$ cat src/hdl/osp_pkg.sv
// osp_pkg: shared widths, payload types and the saturation helper
// for the offset surface partial derivative datapath; no dependencies
`default_nettype none

package osp_pkg;

	// number format of every vector component
	localparam int W = 32;
	localparam int F = 16;

	// derived widths
	localparam int PW = 2 * W;
	localparam int CW = PW + 1;
	localparam int SAT_IN_W = PW + 2;
	localparam int NUM_W = W + F;
	localparam int QW = NUM_W + 1;
	localparam int NW = F + 2;
	localparam int NPW = NW + W;
	localparam int SUMW = NPW + 2;
	localparam int REM_W = W + 4;

	// pipeline depths of the iterative units
	localparam int SQ_STAGES = W;
	localparam int DIV_STAGES = NUM_W;
	localparam int BACK_LAT = SQ_STAGES + 2 * DIV_STAGES + 6;

	// queue between front and back
	localparam int FIFO_DEPTH = 4;
	localparam int FIFO_PTR_W = 2;
	localparam int FIFO_CNT_W = 3;

	// configuration register indexes
	localparam int CFG_IDX_W = 2;
	localparam logic [CFG_IDX_W-1:0] REG_OFFSET = 2'd0;
	localparam logic [CFG_IDX_W-1:0] REG_DIRECTION = 2'd1;

	typedef logic signed [W-1:0] word_t;
	typedef logic signed [PW-1:0] prod_t;
	typedef word_t vec_t [3];

	// item handed from the front to the back
	typedef struct {
		vec_t s;
		vec_t ds;
		vec_t d;
		logic [PW-1:0] l2;
		logic degen;
	} front_t;

	// clamp a wide signed value to one word
	function automatic word_t sat_w(input logic signed [SAT_IN_W-1:0] v);
		logic [SAT_IN_W-W:0] top;
		word_t r;
		top = v[SAT_IN_W-1:W-1];
		if ((&top) || !(|top)) begin
			r = v[W-1:0];
		end else if (v[SAT_IN_W-1]) begin
			r = {1'b1, {(W-1){1'b0}}};
		end else begin
			r = {1'b0, {(W-1){1'b1}}};
		end
		return r;
	endfunction

endpackage

`default_nettype wire

$ cat src/hdl/osp_fifo.sv
// osp_fifo: short queue between front and back halves
// depends on osp_pkg for the item type and depth
`default_nettype none

module osp_fifo import osp_pkg::*; (
	input  logic                  clk,
	input  logic                  arst_n,
	input  logic                  push_valid,
	output logic                  push_ready,
	input  front_t                push_data,
	output logic                  pop_valid,
	input  logic                  pop_ready,
	output front_t                pop_data,
	output logic [FIFO_CNT_W-1:0] count
);

	front_t                mem_q [FIFO_DEPTH];
	logic [FIFO_PTR_W-1:0] wr_q;
	logic [FIFO_PTR_W-1:0] rd_q;
	logic [FIFO_CNT_W-1:0] cnt_q;
	logic                  push;
	logic                  pop;

	assign push_ready = (cnt_q != FIFO_CNT_W'(FIFO_DEPTH));
	assign pop_valid  = (cnt_q != '0);
	assign push       = push_valid && push_ready;
	assign pop        = pop_valid && pop_ready;
	assign pop_data   = mem_q[rd_q];
	assign count      = cnt_q;

	// storage
	always_ff @(posedge clk) begin
		if (push) begin
			mem_q[wr_q] <= push_data;
		end
	end

	// pointers and fill level
	always_ff @(posedge clk or negedge arst_n) begin
		if (!arst_n) begin
			wr_q  <= '0;
			rd_q  <= '0;
			cnt_q <= '0;
		end else begin
			if (push) begin
				wr_q <= wr_q + 1'b1;
			end
			if (pop) begin
				rd_q <= rd_q + 1'b1;
			end
			if (push && !pop) begin
				cnt_q <= cnt_q + 1'b1;
			end else if (pop && !push) begin
				cnt_q <= cnt_q - 1'b1;
			end
		end
	end

endmodule

`default_nettype wire

$ cat config.mk
export PLATFORM = sky130hd
export DESIGN_NAME = osp_fifo
export DESIGN_NICKNAME = d
export VERILOG_FILES = /design/src/hdl/osp_pkg.sv /design/src/hdl/osp_fifo.sv
export SDC_FILE = /design/constraint.sdc
export NUM_CORES = 1
export LEC_CHECK = 0
export BUFFER_PORTS_ARGS = -buffer_cell sky130_fd_sc_hd__buf_2
export CAP_MARGIN = 25
export CORE_ASPECT_RATIO = 0.75
export CORE_MARGIN = 3
export CORE_UTILIZATION = 24
export CTS_CLUSTER_SIZE = 25
export DETAILED_ROUTE_END_ITERATION = 6
export HOLD_SLACK_MARGIN = 0.12
export PLACE_DENSITY_LB_ADDON = 0.25
export SYNTH_ARGS = -nofsm -noshare
export SYNTH_HDL_FRONTEND = slang
export SYNTH_SLANG_ARGS = --single-unit
$ cat constraint.sdc
create_clock -name clk -period 12.7 [get_ports clk]
set_input_delay 0.635 -clock clk [delete_from_list [all_inputs] [get_ports clk]]
set_output_delay 0.635 -clock clk [all_outputs]
set_load 0.03 [all_outputs]
==> results by group, run 1 <==
Power and ir drop
  • Total design power: 16.27 mW
  • Worst VDD drop: 0.1665 mV
  • Power Dens Cells: 244.6 nW/um2
  • Leakage: 22.17 nW

STA
  • Fmax: 214.0 MHz
  • RSZ-0062 raised after global routing: no
  • Clock skew: 0.02993 ns
  • Sum Neg Setup Slack: 0 ns
  • Slew Viols, Final: 0
  • Worst-margin pin slew: 1.160 ns
  • Final Cycle Share: 36.79%
  • Final setup fails: 0
  • Final min period: 4.673 ns
  • Relative slew slack: 22.67%
  • Final Hold Fails: 0

Global routing
  • Global Route Usage Sum: 11.11%
  • Met1 usage: 13.95%
  • Pin count of the biggest net entering global routing: 135
  • GR Util met3: 3.806%
  • First-pass GRT wire length: 184500 um
  • Met2 GRT Util: 18.26%
  • Most Crowded Layer GR: met2
  • Grt ovf: 0
  • Initial antenna violation count: 24
  • Vias in the first global route: 26.05k

Die
  • Chip height: 408.1 um
  • Row cnt: 146
  • Core Area: 212600 um2
  • Starting Density: 24.33%
  • Die area: 221200 um2
  • I/O pin total: 715
  • Chip width: 542.1 um

Final layout
  • Post-route cell area: 66530 um2
  • Layout cells sized above 1: 41.25%
  • Nets@finish: 3424
  • Commonest non-fill, non-tap cell in the layout: edfxtp_1
  • Most frequent cells in the layout: 1412 x edfxtp_1, 714 x buf_2, 355 x dlygate4sd3_1
  • Layout area overhead: 28.61%

Synthesis
  • Largest family of logic cells by synthesized area: multiplexers
  • Post-synth top area share: 81.96%
  • Mean Syn Cell Area: 27.53 um2
  • Mapped Area: 51730 um2
  • Seq/Total Area, Yosys: 82.30%
  • Netlist cell types: 21
  • Compound-cell area share of the yosys netlist: 0.02177%
  • FF+latch count, synth: 1419
  • Xor/xnor cell area share of the yosys netlist: 0.1016%
  • Area contributors post-synth: edfxtp_1 82%, mux4_2 15%, buf_12 1.5%
  • Multiplexer share of the synthesized area: 15.42%
  • Syn nets: 2242
  • Post-Syn Instances: 1879
  • Post-synth top area cell: edfxtp_1
  • Simple-Gate Fraction of Synth Area: 0.09916%
  • Adder-Cell Fraction of Synth Area: 0.1596%
  • Yosys warnings: 0

Detailed routing
  • Drt wl/cell: 20.97 um
  • Post-Route WL: 125800 um
  • Via Count: 24.16k
  • 1st-iter DRT viols: 1648
  • Drt first pass iters: 5
  • Post-route DRC: 0
  • Final ANT Viol Nets: 0
  • Vias per inst: 4.027

Setup path
  • Max FO, Critical Path: 54
  • Worst path required time: 12.06 ns
  • Top delay family on crit path: buffers and inverters
  • Buf/Inv on CP: 3
  • Reg2reg path depth: 6
  • Slowest cell on the critical path: dfrtp_4
  • Critical Path AT: 4.04 ns
  • Worst r2r src: count[0]
  • CP Capture Type: primary output
  • Cell mode on critical path: buf_4
  • Reg-to-reg setup timing slack: 8.09 ns
  • Critical path type: flop to primary output
  • Instance count on the critical path: 4
  • Worst setup SP type: flop
  • Cell Chain, Critical Path: buf_4 -> buf_4 -> mux4_2 -> buf_2
  • RR Endpoint: mem_q[3][25]
  • CP peak stage delay: 0.89 ns

Clocking
  • Clock Tree Buf Depth: 4
  • Htree depth: 4
  • Post-CTS sizing: 0
  • Clock Latency Late Sink: 0.79 ns
  • Sink Count: 1419
  • CTS tree: done
  • Root Buffer: clkbuf_16
  • Clock buffer count from CTS: 158
  • CTS clk-pin slew, worst paths: 0.07 ns

Worst hold path
  • Worst hold-check path type: input pin to asynchronous set/reset pin

Run
  • Max_cap viols: 0

Place
  • Gpl congestion: 0.6927
  • HPWL after detailed placement: 76440 um
  • Port bufs: 714
  • Placed Area: 58220 um2

Outcome
  • Outcome: completed
where the power goes:
part	internal (mW)	leakage (nW)	switching (mW)	total (mW)
registers	6.19	13.0	0.225	6.42
clock network	2.46	2.31	1.79	4.25
logic	1.88	6.86	3.72	5.60
total	10.5	22.2	5.74	16.3
logic make-up after synthesis:
| logic type | Yosys count |
|---|---|
| mux | 355 |
| fa+ha+maj | 6 |
| compound gates | 1 |
| simple gates | 10 |
| buf+inv | 82 |
| xor+xnor | 6 |
| flops | 1419 |
routing by layer:
layer	part of all wire, %	up-vias	wire length, um
met4	2.5	14	3150
met5	0.074	-	93
met3	7.4	203	9256
met2	49	619	61390
li1	-	10620	-
met1	41	12710	51930
metrics by stage:
step / cells / hold slack (ns) / setup slack (ns) / util (%)
after global placement: 5357 / 0.5105 / 7.821 / 27.37
after detailed placement: 5358 / 0.5069 / 7.824 / 27.38
after floorplan: 1879 / 0.3394 / 2.943 / -
after CTS: 5983 / 0.3055 / 7.743 / 31.27
after global routing: 5991 / 0.3035 / 7.756 / 31.28
final: 5999 / 0.3280 / 8.027 / 31.29
flip-flops by register name, summed over array words and instances, names as in the netlist:
| name | flops |
|---|---|
| count | 3 |
| mem_q | 1412 |
| rd_q | 2 |
| wr_q | 2 |
cell usage after synthesis (all sizes together):
cell	instances
edfxtp	1412
mux4	353
buf	72
clkbuf	7
dfrtp	7
ha	5
and2	4
xnor2	4
inv	3
mux2	2
nand2	2
nor2	2
xor2	2
a21boi	1
fa	1
nand3	1
or3	1
worst max-delay path by stage:
stage | startpoint | end | slack [ns]
finish | rd_q[1] | pop_data[221] | 8.03
global route | rd_q[1] | pop_data[172] | 7.76
CTS | rd_q[1] | pop_data[172] | 7.74
detailed placement | push_valid | mem_q[3][310] | 7.82
global placement | push_valid | mem_q[3][322] | 7.82
floorplan | count[0] | mem_q[0][0] | 2.94
final cells by class:
cell class / count / area (um2)
Fill cell: 20450 / 146100
Sequential cell: 1419 / 42580
Multi-Input combinational cell: 378 / 8184
Timing Repair Buffer: 1101 / 7475
Clock buffer: 200 / 4175
Tap cell: 2812 / 3518
Clock inverter: 70 / 546.8
Antenna cell: 16 / 40.04
Inverter: 3 / 11.26
what timing repair did:
action / in CTS / in global routing
buffers inserted: 0 / 0
hold buffers: 355 / 0
hold endpoints to repair: 1420 / 0
Power figures use the tool's default switching activity.
==> run 2: changes to the inputs <==
- clock period: 12.7 -> 4.15 ns (I/O delays scaled with it)
==> run 2 against run 1 <==
  * Sequential share of layout area fell by 1.6 points
  * Clock skew increased by 0.010 ns
  * Flip-flop and latch count is the same
  * Clock power grew to 3.2 times the previous value
  * Total power rose to 3.1 times the previous value
  * Cell count grew 2.1%
  * Clock-buffer cell count fell by 13
  * Register-to-register slack worse by 6.4 ns
  * Critical path type unchanged
==> results by group, run 2 (synthesized netlist as in run 1, its figures left out) <==
Global routing
  • Vias in the first global route: 26.70k (+2.5%)
  • Initial antenna violation count: 23 (-4.2%)
  • Grt ovf: 0 (unchanged)
  • First-pass GRT wire length: 187500 um (+1.6%)
  • Global Route Usage Sum: 11.27% (+0.16 points)
  • Pin count of the biggest net entering global routing: 81 (-40%)

STA
  • Final Cycle Share: 78.21%
  • Relative slew slack: 38.86% (+16 points)
  • Fmax: 308.1 MHz
  • Final min period: 3.246 ns
  • Slew Viols, Final: 0 (unchanged)
  • Sum Neg Setup Slack: 0 ns (unchanged)
  • Clock skew: 0.04016 ns (+0.01023 ns)
  • Worst-margin pin slew: 0.9171 ns (-0.2428 ns)
  • Final setup fails: 0 (unchanged)
  • RSZ-0062 raised after global routing: no
  • Final Hold Fails: 0 (unchanged)

Clocking
  • CTS clk-pin slew, worst paths: 0.06 ns (about the same)
  • CTS tree: done
  • Clock buffer count from CTS: 159 (+0.63%)
  • Htree depth: 4 (unchanged)
  • Sink Count: 1419 (unchanged)
  • Clock Latency Late Sink: 0.77 ns (-0.02 ns)
  • Hold Buf Count CTS: 435 (+23%)
  • Setup Buffers After CTS: 0 (unchanged)
  • Root Buffer: clkbuf_16
  • Post-CTS sizing: 0 (unchanged)
  • Clock Tree Buf Depth: 4 (unchanged)

Detailed routing
  • 1st-iter DRT viols: 1411 (-14%)
  • Vias per inst: 4.030 (about the same)
  • Via Count: 24.68k (+2.2%)
  • Drt first pass iters: 5 (unchanged)
  • Post-route DRC: 0 (unchanged)
  • Post-Route WL: 127500 um (+1.3%)
  • Drt wl/cell: 20.81 um (-0.78%)
  • Final ANT Viol Nets: 0 (unchanged)

Run
  • Max_cap viols: 0 (unchanged)

Die
  • Starting Density: 24.33% (unchanged)
  • Chip height: 408.1 um (unchanged)
  • I/O pin total: 715 (unchanged)
  • Chip width: 542.1 um (unchanged)
  • Core Area: 212600 um2 (unchanged)
  • Die area: 221200 um2 (unchanged)
  • Row cnt: 146 (unchanged)

Worst hold path
  • WHS Endpoint: mem_q[1][71]
  • Worst hold-check path type: input pin to flop
  • Hold depth: 2
  • Hold Crit Start: push_data[71]

Outcome
  • Outcome: completed

Setup path
  • Critical path type: flop to primary output
  • Worst r2r src: count[0]
  • Reg-to-reg setup timing slack: 1.68 ns (-6.41 ns)
  • CP Capture Type: primary output
  • Max FO, Critical Path: 37 (-31%)
  • Reg2reg path depth: 4 (-2)
  • Worst path required time: 3.94 ns (-8.12 ns)
  • Critical Path AT: 3.04 ns (-1.00 ns)
  • RR Endpoint: mem_q[0][196]
  • Worst setup SP type: flop

Final layout
  • Layout area overhead: 31.85%
  • Post-layout util: 32.08% (+0.79 points)
  • Most frequent cells in the layout: 1412 x edfxtp_1, 714 x buf_2, 435 x dlygate4sd3_1
  • Reg with most FFs: mem_q
  • Largest register FFs: 1412 (unchanged)
  • Nets@finish: 3544 (+3.5%)
  • Commonest non-fill, non-tap cell in the layout: edfxtp_1
  • Layout cells sized above 1: 41.18% (-0.065 points)

Place
  • HPWL after detailed placement: 81150 um (+6.2%)
  • Port bufs: 714 (unchanged)
  • Gpl congestion: 0.7274 (+5.0%)

Power and ir drop
  • Sw frac: 34.94% (-0.31 points)
  • Cell Int Power: 33.12 mW (+210%)
  • NetSw: 17.79 mW (+210%)
  • Leakage: 22.91 nW (+3.3%)
  • Power Dens Cells: 746.3 nW/um2 (+210%)
  • Logic pwr share: 35.0% (+0.6 points)
  • Clock network fraction of total power: 26.5% (+0.4 points)
  • Flop pwr share: 38.5% (-0.9 points)
  • Worst VDD drop: 0.3909 mV (+130%)
## run 2: cell types whose count changed in the layout (fill, tap and decap cells not counted), sizes merged
| cell | change |
|---|---|
| dlygate4sd3 | +80 |
| buf | +39 |
| clkbuf | -13 |
| bufinv | +8 |
| clkinv | +7 |
| clkinvlp | +2 |
| diode | +2 |
| inv | +1 |
## run 2: worst max-delay path: stages, from the launching register on
cell and delay (ns):
dfrtp_4 1.02, buf_12 0.39, mux4_1 0.65, buf_2 0.21
## run 2: how the worst max path moves through the flow
| stage | slack, ns | startpoint | depth (start not counted) | to |
|---|---|---|---|---|
| after CTS | 0.65 | rd_q[0] | 3 | pop_data[349] |
| after global routing | 0.66 | rd_q[0] | 3 | pop_data[349] |
| after global placement | 1.53 | rd_q[0] | 3 | pop_data[349] |
| after floorplan | -1.63 | count[0] | 3 | mem_q[0][0] |
| final | 0.90 | rd_q[0] | 3 | pop_data[349] |
| after detailed placement | 1.51 | rd_q[0] | 3 | pop_data[349] |
## run 2: power groups by stage
stage / sequential [mW] / combinational [mW] / clock [mW]
floorplan: 20.1 / 12.5 / 0
global placement: 19.9 / 18.0 / 0
detailed placement: 19.9 / 18.0 / 0
CTS: 19.7 / 18.4 / 14.0
global route: 19.8 / 18.9 / 14.6
finish: 19.6 / 17.8 / 13.5
## run 2: layout make-up
cell class / count / area [um2]
fill: 20380 / 144400
sequential: 1419 / 42580
timing repair buffer: 1220 / 8924
multi-input combinational: 378 / 8184
clock buffer: 187 / 4105
tap: 2812 / 3518
clock inverter: 88 / 839.6
antenna: 18 / 45.04
inverter: 3 / 11.26
## run 2: per-stage QoR
stage / total power [mW] / worst slack, ns / instances / hold slack, ns / instance area, um2
5_1_grt: 53.33 / 0.6578 / 6122 / 0.1424 / 68200
3_5_place_dp: 37.93 / 1.509 / 5397 / 0.05078 / 58870
6_report: 50.91 / 0.9042 / 6125 / 0.2097 / 68210
3_3_place_gp: 37.93 / 1.533 / 5397 / 0.05489 / 58870
4_1_cts: 52.05 / 0.6477 / 6107 / 0.1205 / 68170
2_1_floorplan: 32.68 / -1.631 / 1879 / -0.08809 / 51740
## run 2: routing by layer
metal  part of all wire, %  wire length, um  global-route usage [%]  up-vias
met3                   7.3             9246                   3.667      210
met5                 0.027               34                       0        -
li1                      -                -                       -    10870
met1                    42            53130                   14.35    12970
met4                   2.5             3124                   3.081        6
met2                    49            61920                   18.42      629
==> run 3: changes to the inputs <==
- clock period: 4.15 -> 3.05 ns (I/O delays scaled with it)
==> run 3 against run 2 <==
  * Non-clock buffer count grew 177
  * Sequential share of layout area down 1.4 points
  * First-iteration DRC count increased by 7.2%
  * Critical endpoint is now pop_data[136]
  * Register-to-register slack worse by 0.80 ns
  * Die area did not move
  * Global-route usage barely moved
==> results by group, run 3 (synthesized netlist as in run 1, its figures left out) <==
Final layout
  • Finished Layout Cells: 6288 (+2.7%)
  • Layout cells sized above 1: 39.03% (-2.1 points)
  • Layout area overhead: 34.99%
  • Post-layout util: 32.84% (+0.76 points)
  • Commonest non-fill, non-tap cell in the layout: edfxtp_1
  • Fillers: 20.29k (-0.46%)
  • Most frequent cells in the layout: 1412 x edfxtp_1, 714 x buf_2, 617 x dlygate4sd3_1
  • Nets@finish: 3715 (+4.8%)
  • Largest register FFs: 1412 (unchanged)
  • Reg with most FFs: mem_q

Power and ir drop
  • Leakage: 23.57 nW (+2.9%)
  • Power Dens Cells: 986.5 nW/um2 (+32%)
  • Total design power: 68.89 mW (+35%)
  • Worst VDD drop: 0.5006 mV (+28%)

Clocking
  • Clock buffer count from CTS: 153 (-3.8%)
  • CTS clk-pin slew, worst paths: 0.06 ns (about the same)
  • Sink Count: 1419 (unchanged)
  • Post-CTS sizing: 0 (unchanged)
  • Clock Tree Buf Depth: 4 (unchanged)
  • Setup Buffers After CTS: 0 (unchanged)
  • Htree depth: 4 (unchanged)
  • Root Buffer: clkbuf_16
  • Clock Latency Late Sink: 0.75 ns (-0.02 ns)
  • CTS tree: done

Setup path
  • Critical path type: flop to primary output
  • CP Capture Type: primary output
  • Max FO, Critical Path: 38 (+2.7%)
  • Reg-to-reg setup timing slack: 0.88 ns (-0.80 ns)
  • Worst path required time: 2.90 ns (-1.04 ns)
  • Worst setup SP type: flop
  • Critical Path AT: 2.72 ns (-0.32 ns)

Die
  • Chip width: 542.1 um (unchanged)
  • Chip height: 408.1 um (unchanged)
  • Row cnt: 146 (unchanged)
  • Starting Density: 24.33% (unchanged)
  • I/O pin total: 715 (unchanged)
  • Core Area: 212600 um2 (unchanged)
  • Die area: 221200 um2 (unchanged)

Global routing
  • First-pass GRT wire length: 188400 um (+0.47%)
  • Pin count of the biggest net entering global routing: 85 (+4.9%)
  • Initial antenna violation count: 23 (unchanged)
  • Grt ovf: 0 (unchanged)
  • Global Route Usage Sum: 11.26% (-0.013 points)
  • Vias in the first global route: 27.41k (+2.7%)

STA
  • Fmax: 347.7 MHz
  • Clock skew: 0.04488 ns (+0.004721 ns)
  • Relative slew slack: 49.37% (+11 points)
  • Worst-margin pin slew: 0.7595 ns (-0.1577 ns)
  • Final min period: 2.876 ns
  • Final Cycle Share: 94.31%
  • Slew Viols, Final: 0 (unchanged)
  • RSZ-0062 raised after global routing: yes
  • Final Hold Fails: 0 (unchanged)
  • Sum Neg Setup Slack: 0 ns (unchanged)
  • Final setup fails: 0 (unchanged)

Place
  • Gpl congestion: 0.7204 (-0.96%)
  • Cells after DPL: 5392 (-0.093%)
  • HPWL after detailed placement: 80240 um (-1.1%)
  • Port bufs: 714 (unchanged)

Worst hold path
  • Worst hold-check path type: input pin to flop

Detailed routing
  • 1st-iter DRT viols: 1513 (+7.2%)
  • Drt first pass iters: 4 (-1)
  • Vias per inst: 4.037 (+0.18%)
  • Via Count: 25.39k (+2.8%)
  • Post-Route WL: 127300 um (-0.15%)
  • Post-route DRC: 0 (unchanged)
  • Drt wl/cell: 20.24 um (-2.7%)
  • Final ANT Viol Nets: 0 (unchanged)

Run
  • Max_cap viols: 0 (unchanged)

Outcome
  • Outcome: completed
run 3: area by class of cell:
type,count,area (um2),area share (%)
Tap cell,2812,3518,5.038
Sequential cell,1419,42590,60.98
Timing Repair Buffer,1397,10720,15.35
Inverter,3,11.26,0.01612
Multi-Input combinational cell,378,8199,11.74
Clock inverter,78,755.7,1.082
Clock buffer,186,4005,5.735
Antenna cell,15,37.54,0.05375
run 3: worst max-delay path, stage by stage, from the launching register on:
cell     delay (ns)
dfrtp_4        0.47
buf_12         0.22
buf_12         0.33
mux4_2         0.61
buf_2          0.21
run 3: worst paths after layout:
check | start | endpoint | cells past startpoint
max in group asynchronous | arst_n | rd_q[1] | 3
min in group asynchronous | arst_n | rd_q[0] | 3
hold reg to reg | count[2] | count[2] | 1
setup / recovery | rd_q[0] | pop_data[136] | 4
hold / removal | push_data[78] | mem_q[3][78] | 2
setup reg to reg | count[1] | count[2] | 8
run 3: metal layers:
metal  vias to the layer above  share of wire, %  track usage (%)
li1                      11220                 -                -
met1                     13320                42            14.52
met2                       622                47            18.02
met3                       206               7.4            3.826
met4                        22               2.7            3.167
met5                         -              0.10                0
run 3: power breakdown:
group	switching, mW	internal (mW)	total, mW
combinational	15.9	8.63	24.6
clock	7.33	10.5	17.8
sequential	0.790	25.7	26.5
run 3: what timing repair did:
item,4_1_cts,5_1_grt
setup endpoints to repair,0,3
hold buffers,617,0
hold endpoints to repair,1428,0
run 3: stage by stage:
| step | setup WS (ns) | instance area, um2 | hold WS (ns) |
|---|---|---|---|
| global route | -0.009584 | 69810 | 0.1201 |
| floorplan | -0.6754 | 51760 | -0.1431 |
| global placement | 0.7975 | 58860 | 0.01891 |
| detailed placement | 0.8971 | 58860 | 0.008951 |
| finish | 0.1736 | 69830 | 0.1901 |
| CTS | 0.04522 | 69800 | 0.1202 |
